<file path="src/hw/rtl/v2s_pkg.sv">
`default_nettype none
package v2s_pkg;

	// field widths
	localparam int VW    = 20;             // velocity word
	localparam int STW   = 19;             // steering angle
	localparam int RADW  = 31;             // turn radius
	localparam int ZW    = 20;             // CORDIC angle accumulator
	localparam int DVW   = 36;             // divider dividend |vx| << 16
	localparam int SQW   = 64;             // root operand
	localparam int ROOTW = 32;
	localparam int REMW  = 34;
	localparam int NW    = 41;             // normalized atan operands
	localparam int CXW   = 44;             // CORDIC x/y
	localparam int DW    = 35;             // 2*X - T

	localparam int DIV_STEPS    = 36;
	localparam int SQRT_STEPS   = 32;
	localparam int NORM_STEPS   = 6;
	localparam int CORDIC_STEPS = 17;

	localparam int IN_TDATA_W  = 64;
	localparam int OUT_TDATA_W = 96;
	localparam int OUT_TUSER_W = 4;
	localparam int CFGW        = 20;
	localparam int CFG_AW      = 3;

	localparam bit SIDE_SLIP_DEFAULT = 1'b1;

	// register indexes
	localparam logic [CFG_AW-1:0] REG_ZERO_BAND    = 3'd0;
	localparam logic [CFG_AW-1:0] REG_TRACK_WIDTH  = 3'd1;
	localparam logic [CFG_AW-1:0] REG_AXLE_SPACING = 3'd2;
	localparam logic [CFG_AW-1:0] REG_MIN_RADIUS   = 3'd3;
	localparam logic [CFG_AW-1:0] REG_MAX_SPEED    = 3'd4;
	localparam logic [CFG_AW-1:0] REG_MAX_YAW      = 3'd5;
	localparam logic [CFG_AW-1:0] REG_MAX_CRAB     = 3'd6;
	localparam logic [CFG_AW-1:0] REG_MAX_ACK      = 3'd7;

	localparam logic [16:0] RST_ZERO_BAND = 17'd66;
	localparam logic [19:0] RST_TRACK     = 20'd26214;
	localparam logic [19:0] RST_AXLE      = 20'd32768;
	localparam logic [19:0] RST_MIN_RAD   = 20'd32768;
	localparam logic [19:0] RST_MAX_SPEED = 20'd98304;
	localparam logic [19:0] RST_MAX_YAW   = 20'd65536;
	localparam logic [17:0] RST_MAX_CRAB  = 18'd45747;
	localparam logic [17:0] RST_MAX_ACK   = 18'd45747;

	// motion mode codes
	localparam logic [1:0] MODE_ACK  = 2'd0;
	localparam logic [1:0] MODE_SLIP = 2'd1;
	localparam logic [1:0] MODE_PAR  = 2'd2;
	localparam logic [1:0] MODE_SPIN = 2'd3;

	typedef enum logic [2:0] {
		K_STOP,
		K_SLIP,
		K_CRAB_Y,
		K_PAR,
		K_STRAIGHT,
		K_CURVE
	} kind_t;

	typedef struct packed {
		kind_t                  kind;
		logic signed [VW-1:0]   vx;
		logic signed [VW-1:0]   vy;
		logic signed [VW-1:0]   wz;
		logic [RADW-1:0]        radius;
		logic [VW-1:0]          speed;
		logic                   bad;
		logic                   azero;
	} ctx_t;

	function automatic logic signed [ZW-1:0] atan_step(input int i);
		logic signed [ZW-1:0] r;
		case (i)
			0:  r = ZW'(51472);
			1:  r = ZW'(30385);
			2:  r = ZW'(16055);
			3:  r = ZW'(8150);
			4:  r = ZW'(4091);
			5:  r = ZW'(2047);
			6:  r = ZW'(1024);
			7:  r = ZW'(512);
			8:  r = ZW'(256);
			9:  r = ZW'(128);
			10: r = ZW'(64);
			11: r = ZW'(32);
			12: r = ZW'(16);
			13: r = ZW'(8);
			14: r = ZW'(4);
			15: r = ZW'(2);
			16: r = ZW'(1);
			default: r = '0;
		endcase
		return r;
	endfunction

	function automatic logic [VW-1:0] mag(input logic signed [VW-1:0] v);
		return v[VW-1] ? VW'(-v) : VW'(v);
	endfunction

	function automatic logic signed [23:0] clamp_mag(input logic signed [23:0] v,
			input logic [VW-1:0] lim);
		logic signed [23:0] m;
		m = $signed({4'b0, lim});
		if (v > m)
			return m;
		else if (v < -m)
			return -m;
		return v;
	endfunction

	function automatic logic [VW-1:0] sat20(input logic signed [23:0] v);
		if (v > 24'sd524287)
			return 20'h7FFFF;
		else if (v < -24'sd524288)
			return 20'h80000;
		return v[VW-1:0];
	endfunction

endpackage
`default_nettype wire

</file>
<file path="src/hw/rtl/v2s_cordic_cell.sv">
`default_nettype none
module v2s_cordic_cell #(
	parameter int IDX = 0
) (
	input  wire                               clk,
	input  wire                               en,
	input  wire signed [v2s_pkg::CXW-1:0]     x_i,
	input  wire signed [v2s_pkg::CXW-1:0]     y_i,
	input  wire signed [v2s_pkg::ZW-1:0]      z_i,
	output logic signed [v2s_pkg::CXW-1:0]    x_o,
	output logic signed [v2s_pkg::CXW-1:0]    y_o,
	output logic signed [v2s_pkg::ZW-1:0]     z_o
);
	import v2s_pkg::*;

	logic signed [CXW-1:0] dx;
	logic signed [CXW-1:0] dy;

	assign dx = y_i >>> IDX;
	assign dy = x_i >>> IDX;

	// vectoring: drive y toward zero
	always_ff @(posedge clk) begin
		if (en) begin
			if (!y_i[CXW-1]) begin
				x_o <= x_i + dx;
				y_o <= y_i - dy;
				z_o <= z_i + atan_step(IDX);
			end else begin
				x_o <= x_i - dx;
				y_o <= y_i + dy;
				z_o <= z_i - atan_step(IDX);
			end
		end
	end

endmodule
`default_nettype wire

</file>
<file path="config.mk">
export PLATFORM = sky130hd
export DESIGN_NAME = v2s_cordic_cell
export DESIGN_NICKNAME = d
export VERILOG_FILES = /design/src/hw/rtl/v2s_pkg.sv /design/src/hw/rtl/v2s_cordic_cell.sv
export SDC_FILE = /design/constraint.sdc
export NUM_CORES = 1
export LEC_CHECK = 0
export ABC_CLOCK_PERIOD_IN_PS = 7300
export BUFFER_PORTS_ARGS = -buffer_cell sky130_fd_sc_hd__buf_4
export CELL_PAD_IN_SITES_DETAIL_PLACEMENT = 1
export CELL_PAD_IN_SITES_GLOBAL_PLACEMENT = 2
export CORE_MARGIN = 2
export CORE_UTILIZATION = 37
export DETAILED_ROUTE_END_ITERATION = 7
export GPL_ROUTABILITY_DRIVEN = 1
export PLACE_DENSITY = 0.93
export SYNTH_ARGS = -nofsm -noshare
export SYNTH_HDL_FRONTEND = slang
export SYNTH_SLANG_ARGS = --single-unit
</file>
<file path="constraint.sdc">
create_clock -name clk -period 7.3 [get_ports clk]
set_input_delay 0.73 -clock clk [delete_from_list [all_inputs] [get_ports clk]]
set_output_delay 0.73 -clock clk [all_outputs]
set_load 0.005 [all_outputs]
</file>
==> impl_metrics.yaml, run 1 <==
die:
  start_util_pct: 37.5
  dieArea_sq_mm: 0.0334
  row_count: 65
  dieWidth_um: 183
  ios: 218
  core-area_sq_mm: 0.0316
  die_y_um: 183
synth:
  synthArstFlopShare_pct: 0
  yosys_warnings: 0
  synth_flop_cell: "edfxtp_1"
  syn_nets: 1673
  synth-edff-count: 107
  ys_ff_latch: 107
  ys_seq_area_share_pct: 27.1
  syn_inst: 1403
  avgSynthCellArea_sq_um: 8.44
  syn-cell-area_sq_mm: 0.0118
  ys_types: 80
sta:
  rsz0062_at_grt: "false"
  maxSlewHeadroom_pct: 32.4
  worst_slew_pin_slew_ns: 0.998
  fmax_ghz: 0.264
  min_period_ns: 3.79
  finalMaxSlewViolations: 0
  period_share_pct: 51.9
  hold_viol: 0
  setup_viol_count_final: 0
  tns_ns: 0
critical_path:
  arrival_ns: 3.91
  slowest_stage: "ha_1"
  slowest_delay_ns: 0.51
  required_ns: 7.42
  critPathKind: "in2reg"
  critPathMaxFanout: 13
  worst_setup_path_start_kind: "primary input"
  cp_num_buf_inv: 3
  critPathTopFamily: "compound AO/OA/AOI/OAI gates"
  cp-end-kind: "flop"
  path_cells: "buf_4, inv_1, ha_1, inv_1, o21bai_1, a21oi_1, o21ai_0, a221oi_1, o21ai_1, nor2b_1, a2111oi_0, a21oi_1, xnor2_1"
layout:
  multi_input_area_sq_mm: 0.00779
  final_common_cell: "buf_4"
  regArea_sq_mm: 0.00321
  final_cell_mix: "buf_4, a21oi_1, ha_1"
  finish.utilization_pct: 44.3
  fillers: 3786
  nets: 1845
  drive_gt1_share_pct: 17.4
  area_delta_synth_final_pct: 18.2
global_routing:
  grt.overflow.total: 0
  grt_pass1_vias: 11564
  grt_max_degree: 75
  antenna_found_initial: 1
  grt.total_usage_pct: 24.9
  grt_pass1_wl_mm: 65.2
power_and_ir_drop:
  leakage_nw: 6.21
  power_density_mw_per_mm2: 172
  ir_worst_vdd_uv: 119
placed_design:
  routabilityCongestion: 0.920
  io_buffers: 217
  dp_hpwl_mm: 34.0
clocking:
  cts_setup_buffers: 0
  holdBufCountCts: 0
  htreeDepth: 3
  root_buffer: "clkbuf_16"
  cts.sinks: 107
  cts_resized: 0
  numCtsBuffers: 9
  clkTransAtPathRegs_ns: 0.08
  cts_max_path_buffers: 2
  cts_tree: "built"
detailed_routing:
  vias: 11222
  drt_pass1_iterations: 5
  drc: 0
  antenna_left: 0
  vias_per_cell: 5.66
  drt_iter0_drc: 729
  wl_per_cell_um: 21.3
  routed_wl_mm: 42.3
hold_path:
  hold_class: "in2reg"
  hold_end: "z_o[0]"
  holdPathStages: 1
  holdCritStartpoint: "z_i[0]"
flow_run:
  maxCapViolations: 0
run_status:
  status: "completed"
per-layer routing:
layer  vias up  GRT usage (%)  wire [um]
li1       5353              -          -
met1      5433           33.6      19000
met2       378           41.5      19800
met3        58           3.38       2350
met4         0           7.52       1090
met5         -              0          0
logic make-up (layout without fill, tap and decap cells):
family                     Yosys count  after routing  synth area share, %
and+or+nand+nor                    319            319                 12.9
other                                0              1                    0
DFF                                107            107                 27.1
muxes                               31             31                 2.62
xor gates and xnor gates            94             94                 6.95
adders and majority gates          160            160                 17.2
AOI/OAI and AO/OA                  485            485                 26.2
buffers and inverters              207            384                 7.04
metrics by stage:
step                worst slack (ns)  area (sq um)  cells  hold slack [ns]  total power, mW
floorplan                       3.82         11800   1403            0.829             1.46
global placement                3.26         13700   1966            0.913             1.90
detailed placement              3.21         13700   1966            0.912             1.92
CTS                             3.61         14000   1982            0.518             2.42
global route                    3.20         14000   1983            0.521             2.54
finish                          3.51         14000   1983            0.529             2.41
how the worst max path moves through the flow:
stage,startpoint,end,cells after the start
2_1_floorplan,y_i[43],z_o[18],14
3_3_place_gp,x_i[30],y_o[40],12
3_5_place_dp,y_i[43],z_o[18],14
4_1_cts,y_i[43],z_o[18],14
5_1_grt,y_i[43],z_o[18],14
6_report,x_i[18],y_o[36],13
registers in the layout, summed over array words and instances, names as in the netlist:
name,cells
x_o,44
y_o,43
z_o,20
Yosys cell counts, types with 4 or more instances:
| library cell | n | area (sq um) |
|---|---|---|
| a21oi_1 | 192 | 961 |
| ha_1 | 156 | 1950 |
| inv_1 | 139 | 522 |
| edfxtp_1 | 107 | 3210 |
| nor2_1 | 107 | 402 |
| xnor2_1 | 84 | 736 |
| o21ai_0 | 79 | 395 |
| nand2_1 | 76 | 285 |
| o21bai_1 | 33 | 248 |
| mux2i_1 | 31 | 310 |
| a21o_1 | 30 | 225 |
| clkbuf_1 | 27 | 101 |
| nand4_1 | 22 | 138 |
| nor3_1 | 21 | 105 |
| o31ai_1 | 16 | 120 |
| a31oi_1 | 15 | 93.8 |
| nand3_1 | 15 | 75.1 |
| a211oi_1 | 13 | 97.6 |
| buf_1 | 13 | 48.8 |
| nor2b_1 | 13 | 81.3 |
| nor4_1 | 13 | 81.3 |
| o21ai_1 | 13 | 65.1 |
| buf_2 | 12 | 60.1 |
| o21a_1 | 11 | 82.6 |
| o211ai_1 | 10 | 75.1 |
| xor2_1 | 10 | 87.6 |
| nand2b_1 | 9 | 56.3 |
| or3_1 | 8 | 50.1 |
| a211o_1 | 7 | 61.3 |
| a221oi_1 | 7 | 61.3 |
| and2_1 | 7 | 43.8 |
| buf_4 | 7 | 52.6 |
| a21boi_0 | 5 | 37.5 |
| and3_1 | 5 | 31.3 |
| o31a_1 | 5 | 43.8 |
| or2_2 | 5 | 31.3 |
| a21oi_2 | 4 | 35.0 |
| a31o_2 | 4 | 35.0 |
| fa_1 | 4 | 80.1 |
| inv_2 | 4 | 15.0 |
| nand3b_1 | 4 | 30.0 |
| or4_1 | 4 | 30.0 |
area by class of cell:
type	count	share of cell area [%]
inverter	146	3.92
clock inverter	6	0.277
tap	402	3.59
clock buffer	10	1.64
timing repair buffer	222	11.9
antenna	1	0.0179
sequential	107	23.0
multi-input combinational	1089	55.7
power by group:
| group | switching, mW | internal [mW] |
|---|---|---|
| clock network | 0.261 | 0.234 |
| logic | 0.621 | 0.441 |
| registers | 0.0385 | 0.817 |
(Power assumes the default switching activity.)
==> run 2: changes to the inputs <==
--- a/config.mk
+++ b/config.mk
@@ -5,15 +5,16 @@
 export SDC_FILE = /design/constraint.sdc
 export NUM_CORES = 1
 export LEC_CHECK = 0
-export ABC_CLOCK_PERIOD_IN_PS = 7300
+export ABC_AREA = 1
+export ABC_CLOCK_PERIOD_IN_PS = 3950
 export BUFFER_PORTS_ARGS = -buffer_cell sky130_fd_sc_hd__buf_4
 export CELL_PAD_IN_SITES_DETAIL_PLACEMENT = 1
 export CELL_PAD_IN_SITES_GLOBAL_PLACEMENT = 2
 export CORE_MARGIN = 2
-export CORE_UTILIZATION = 37
+export CORE_UTILIZATION = 31
 export DETAILED_ROUTE_END_ITERATION = 7
 export GPL_ROUTABILITY_DRIVEN = 1
-export PLACE_DENSITY = 0.93
+export PLACE_DENSITY = 0.87
 export SYNTH_ARGS = -nofsm -noshare
 export SYNTH_HDL_FRONTEND = slang
 export SYNTH_SLANG_ARGS = --single-unit
==> constraint.sdc (replaced) <==
create_clock -name clk -period 3.95 [get_ports clk]
set_input_delay 0.395 -clock clk [delete_from_list [all_inputs] [get_ports clk]]
set_output_delay 0.395 -clock clk [all_outputs]
set_load 0.005 [all_outputs]
==> run 2 against run 1 <==
  * Clock power rose by 110%
  * Design area rose by 27%
  * Clock-buffer cell count fell by 1
  * Combinational power rose by 130%
  * Total power rose by 110%
  * Worst hold slack got worse by 0.35 ns
  * Critical endpoint is now x_o[32]
  * Critical path depth fell by 1
  * Global-route usage rose by 2.4 points
  * Routed wire length rose by 64%
==> impl_metrics.yaml, run 2 <==
die:
  dieArea_sq_mm: 0.0511
  die_y_um: 226
  dieWidth_um: 226
  core-area_sq_mm: 0.0488
  row_count: 81
  ios: 218
  start_util_pct: 31.3
sta:
  tns_ns: 0
  min_period_ns: 2.77
  worst_slew_pin_slew_ns: 1.05
  setup_viol_count_final: 0
  maxSlewHeadroom_pct: 30.2
  fmax_ghz: 0.361
  period_share_pct: 70.1
  hold_viol: 0
  rsz0062_at_grt: "false"
  finalMaxSlewViolations: 0
layout:
  stdcell_count: 3394
  final_cell_mix: "nand2_1, inv_1, nand3_1"
  final_common_cell: "nand2_1"
  drive_gt1_share_pct: 12.3
  nets: 2995
  n_antenna_cell: 0
  largest_reg_flops: 44
  largestRegisters: "x_o x44, y_o x43, z_o x20"
  regMostFlops: "x_o"
  area_delta_synth_final_pct: 15.8
  design_area_sq_mm: 0.0177
critical_path:
  critPathMaxFanout: 4
  arrival_ns: 2.94
  cp-end-kind: "flop"
  required_ns: 4.12
  startpoint: "x_i[0]"
  worst_setup_path_start_kind: "primary input"
  critPathKind: "in2reg"
placed_design:
  place.detailed.instances: 3378
  io_buffers: 217
  routabilityCongestion: 1.03
  dpl_cell_area_sq_mm: 0.0174
  dp_hpwl_mm: 59.4
detailed_routing:
  drt_pass1_iterations: 5
  antenna_left: 0
  vias_per_cell: 4.99
  wl_per_cell_um: 20.4
  routed_wl_mm: 69.3
  drc: 0
  drt_iter0_drc: 864
  vias: 16932
synth:
  ys_types: 41
  ys_seq_area_share_pct: 21.0
  syn_inst: 2552
  synth_top_area_share_pct: 22.4
  yosysMostFrequentCell: "nand2_1"
  synth_top_area_cell: "nand2_1"
  synthArstFlopShare_pct: 0
  yosys_warnings: 0
  syn_nets: 2822
  syn-cell-area_sq_mm: 0.0153
  avgSynthCellArea_sq_um: 6.00
  synth.top_cells.by_count: "nand2_1, inv_1, nand3_1"
  synth-edff-count: 107
  synth_flop_cell: "edfxtp_1"
  ys_ff_latch: 107
  synth_area_leaders: "nand2_1, edfxtp_1, ha_1"
hold_path:
  holdPathStages: 1
  hold_class: "in2reg"
  holdCritStartpoint: "z_i[0]"
  hold_end: "z_o[0]"
clocking:
  holdBufCountCts: 0
  root_buffer: "clkbuf_16"
  cts_setup_buffers: 0
  cts_tree: "built"
  clkTransAtPathRegs_ns: 0.10
  cts.sinks: 107
  htreeDepth: 3
  cts_max_path_buffers: 2
  numCtsBuffers: 9
  cts_resized: 0
power_and_ir_drop:
  p_switching_mw: 2.23
  pwr-share-clk_pct: 21.1
  power_density_mw_per_mm2: 283
  switching_share_pct: 44.4
  combinationalPowerShare_pct: 48.5
  ir_worst_vdd_uv: 224
  seq_power_share_pct: 30.5
  internal-power_mw: 2.79
  leakage_nw: 9.75
global_routing:
  grt_pass1_wl_mm: 104
  top_usage_layer: "met2"
  antenna_found_initial: 1
  grt.overflow.total: 0
  grt_pass1_vias: 17789
  use_met1_pct: 34.7
  met3_usage_pct: 2.58
  grt.total_usage_pct: 27.3
  use_met2_pct: 47.4
  grt_max_degree: 108
flow_run:
  maxCapViolations: 0
run_status:
  status: "completed"
==> run 2: cell count changes after synthesis, moves of 23 or more <==
| cell | delta |
|---|---|
| nand3_1 | +207 |
| nor2_2 | +41 |
| nand2_1 | +836 |
| nor2_1 | +100 |
| a21oi_1 | -74 |
| mux2i_1 | -29 |
| xnor2_1 | -78 |
| buf_4 | +28 |
| a21o_1 | -26 |
| xor2_1 | +23 |
| inv_1 | +324 |
==> run 2: power by group through the flow <==
stage | Sequential (mW) | Clock, mW | Combinational, mW
final | 1.53 | 1.06 | 2.43
after global routing | 1.54 | 1.10 | 2.68
after CTS | 1.53 | 1.08 | 2.41
after detailed placement | 1.56 | 0 | 2.41
after global placement | 1.55 | 0 | 2.35
after floorplan | 1.55 | 0 | 1.36
==> run 2: final cells by class <==
cell class                 count  area [sq um]
clock inverter                 7          88.8
tap                          664           831
sequential                   107          3210
clock buffer                   9           225
timing repair buffer         222          1680
multi-input combinational   1909          9900
inverter                     476          1790
fill                        6620         31100
==> run 2: logic make-up after synthesis <==
kind of cell | count (synthesis) | synth area share, %
and+or+nand+nor | 1453 | 39.5
buffers and inverters | 536 | 14.3
AOI/OAI and AO/OA | 255 | 9.58
adders and majority gates | 160 | 13.3
DFF | 107 | 21.0
xor gates and xnor gates | 39 | 2.23
muxes | 2 | 0.131
==> run 2: worst max-delay path, cell delays in order <==
cell and delay, ns:
buf_4 0.10, inv_1 0.04, ha_1 0.27, fa_1 0.56, o21ai_1 0.47, a21oi_2 0.26, o21ai_2 0.42, nand2_1 0.13
nand2_1 0.09, nand2_1 0.05, nand3_1 0.09, nand2_1 0.06
==> run 2: through the flow <==
| step | setup slack [ns] | hold slack (ns) | util, % | power (mW) |
|---|---|---|---|---|
| after CTS | 1.20 | 0.145 | 36.3 | 5.03 |
| after detailed placement | 0.778 | 0.574 | 35.6 | 3.96 |
| after global routing | 0.956 | 0.155 | 36.3 | 5.32 |
| after floorplan | 1.86 | 0.494 | - | 2.92 |
| after global placement | 0.787 | 0.574 | 35.6 | 3.91 |
| final | 1.18 | 0.177 | 36.3 | 5.01 |
==> run 2: worst max path at each step <==
stage	endpoint	slack (ns)	cells after the start
floorplan	z_o[16]	1.86	11
global placement	x_o[32]	0.79	12
detailed placement	y_o[39]	0.78	14
CTS	y_o[39]	1.20	14
global route	y_o[39]	0.96	14
finish	x_o[32]	1.18	12
==> run 2: metal layers <==
metal / part of all wire, % / wire, um
met1: 45 / 31000
met2: 47 / 32700
met3: 4.2 / 2920
met4: 3.9 / 2730
met5: 0 / 0
==> run 3: changes to the inputs <==
--- a/config.mk
+++ b/config.mk
@@ -5,13 +5,13 @@
 export SDC_FILE = /design/constraint.sdc
 export NUM_CORES = 1
 export LEC_CHECK = 0
-export ABC_AREA = 1
-export ABC_CLOCK_PERIOD_IN_PS = 3950
+export ABC_AREA = 0
+export ABC_CLOCK_PERIOD_IN_PS = 2600
 export BUFFER_PORTS_ARGS = -buffer_cell sky130_fd_sc_hd__buf_4
 export CELL_PAD_IN_SITES_DETAIL_PLACEMENT = 1
 export CELL_PAD_IN_SITES_GLOBAL_PLACEMENT = 2
 export CORE_MARGIN = 2
-export CORE_UTILIZATION = 31
+export CORE_UTILIZATION = 34
 export DETAILED_ROUTE_END_ITERATION = 7
 export GPL_ROUTABILITY_DRIVEN = 1
 export PLACE_DENSITY = 0.87
==> constraint.sdc (replaced) <==
create_clock -name clk -period 2.6 [get_ports clk]
set_input_delay 0.26 -clock clk [delete_from_list [all_inputs] [get_ports clk]]
set_output_delay 0.26 -clock clk [all_outputs]
set_load 0.005 [all_outputs]
==> run 3 against run 2 <==
  * The flow now finishes with violations (negative setup slack)
  * Die area fell by 29%
  * Combinational power increased by 85%
  * Critical path depth increased by 4
  * Utilization up 19 points
==> impl_metrics.yaml, run 3 (same netlist as run 1, synthesis figures left out) <==
run_status:
  status: "finished, violations left"
  violations: "negative setup slack"
detailed_routing:
  met1_length_mm: 22.6
  route.top_layer_used: "met4"
  dr_wl_met2_mm: 27.1
  antenna_left: 0
  wl_met3_mm: 2.46
  vias_per_cell: 5.39
  wl_per_cell_um: 21.5
  vias: 13526
  drt_pass1_iterations: 5
  drt_iter0_drc: 755
  drc: 0
  routed_wl_mm: 53.8
critical_path:
  cp.depth: 16
  startpoint: "y_i[0]"
  cp-end-kind: "flop"
  critPathMaxFanout: 3
  arrival_ns: 2.89
  worst_setup_path_start_kind: "primary input"
  slowest_stage: "a2111oi_4"
  cp_num_buf_inv: 4
  required_ns: 2.73
  endpoint: "x_o[38]"
  critPathKind: "in2reg"
  critPathTopFamily: "compound AO/OA/AOI/OAI gates"
  slowest_delay_ns: 0.37
  path_cells: "buf_8, buf_6, ha_4, inv_2, fa_2, o21bai_4, a21oi_4, o31ai_4, buf_6, a2111oi_4, a221o_2, a21oi_4, o21a_4, a221oi_4, a21oi_2, xnor2_1"
flow_run:
  maxCapViolations: 0
placed_design:
  dp_hpwl_mm: 41.8
  routabilityCongestion: 0.888
  io_buffers: 217
clocking:
  cts_tree: "built"
  clkTransAtPathRegs_ns: 0.08
  htreeDepth: 3
  root_buffer: "clkbuf_16"
  cts_max_path_buffers: 2
  cts.sinks: 107
  numCtsBuffers: 9
  holdBufCountCts: 0
power_and_ir_drop:
  seq_power_share_pct: 28.4
  pwr-share-clk_pct: 18.1
  power_density_mw_per_mm2: 439
  internal-power_mw: 5.24
  p_switching_mw: 3.18
  ir_worst_vdd_uv: 343
  leakage_nw: 8.76
  combinationalPowerShare_pct: 53.5
  power.total_mw: 8.42
  switching_share_pct: 37.8
global_routing:
  grt_pass1_wl_mm: 79.9
  grt.total_usage_pct: 28.2
  grt.overflow.total: 0
  grt_pass1_vias: 14322
  grt_max_degree: 64
  antenna_found_initial: 0
layout:
  largest_reg_flops: 44
  final_cell_mix: "buf_4, a21oi_1, ha_1"
  drive_gt1_share_pct: 45.9
  n_antenna_cell: 0
  nets: 2319
  area_delta_synth_final_pct: 61.9
  regMostFlops: "x_o"
  largestRegisters: "x_o x44, y_o x43, z_o x20"
  final_common_cell: "buf_4"
sta:
  setup_slack_ns: -0.164
  worst_slew_pin_slew_ns: 0.885
  hold_viol: 0
  period_share_pct: 106
  whs_ns: 0.0608
  min_period_ns: 2.76
  fmax_ghz: 0.362
  rsz0062_at_grt: "true"
  setup_viol_count_final: 25
  finalMaxSlewViolations: 0
  maxSlewHeadroom_pct: 41.0
die:
  core-area_sq_mm: 0.0345
  die_y_um: 191
  start_util_pct: 34.4
  row_count: 68
  dieWidth_um: 191
  ios: 218
  dieArea_sq_mm: 0.0363
hold_path:
  hold_class: "in2reg"
==> run 3: cell count changes in the layout (fill, tap and decap cells not counted), moves of 25 or more <==
cell and delta:
mux2i_1 +27, xnor2_1 +73, ha_1 -28, nor2_2 -38, buf_4 +448, nand3_1 -211, nand2_1 -841, inv_1 -338
a21oi_2 +33, a21oi_1 +25, a21o_1 +26, nor2_1 -107
==> run 3: power by group through the flow <==
stage,logic (mW),clock network (mW),registers [mW]
floorplan,1.70,0,2.44
global placement,3.76,0,2.43
detailed placement,3.87,0,2.44
CTS,4.14,1.54,2.40
global route,4.80,1.59,2.42
finish,4.50,1.52,2.39
==> run 3: final cells by class <==
type | count | area (sq um)
timing repair buffer | 696 | 5390
inverter | 146 | 558
clock buffer | 10 | 229
sequential | 107 | 3210
fill | 4033 | 15300
multi-input combinational | 1089 | 9140
clock inverter | 6 | 72.6
tap | 455 | 569
==> run 3: how the worst min path moves through the flow <==
stage           start     end  slack [ns]  cells past startpoint
2_1_floorplan  z_i[0]  z_o[0]        0.36                      0
3_3_place_gp   z_i[1]  z_o[1]        0.44                      1
3_5_place_dp   z_i[2]  z_o[2]        0.44                      1
4_1_cts        z_i[3]  z_o[3]        0.05                      1
5_1_grt        z_i[1]  z_o[1]        0.05                      1
6_report       z_i[3]  z_o[3]        0.06                      1
==> run 3: metrics by stage <==
stage | utilization, % | cells | cell area [sq um] | setup TNS [ns] | setup slack, ns
after floorplan | - | 1403 | 12000 | -1.20 | -0.194
after global placement | 49.9 | 2455 | 17200 | -27.88 | -0.716
after detailed placement | 49.9 | 2455 | 17200 | -32.36 | -0.796
after CTS | 53.2 | 2488 | 18300 | -1.77 | -0.170
after global routing | 55.6 | 2509 | 19200 | -4.24 | -0.248
final | 55.6 | 2509 | 19200 | -1.90 | -0.164
==> run 3: timing repair <==
action	in CTS	in global routing
pin swaps	72	82
setup buffers	19	22
endpoints found under the setup margin	49	51
resized for setup	144	147
==> run 3: metal layers <==
metal  vias up  track usage, %
met1      6663            35.4
met5         -               0
met2       444            50.1
li1       6314               -
met3       105            3.22
met4         0            9.12
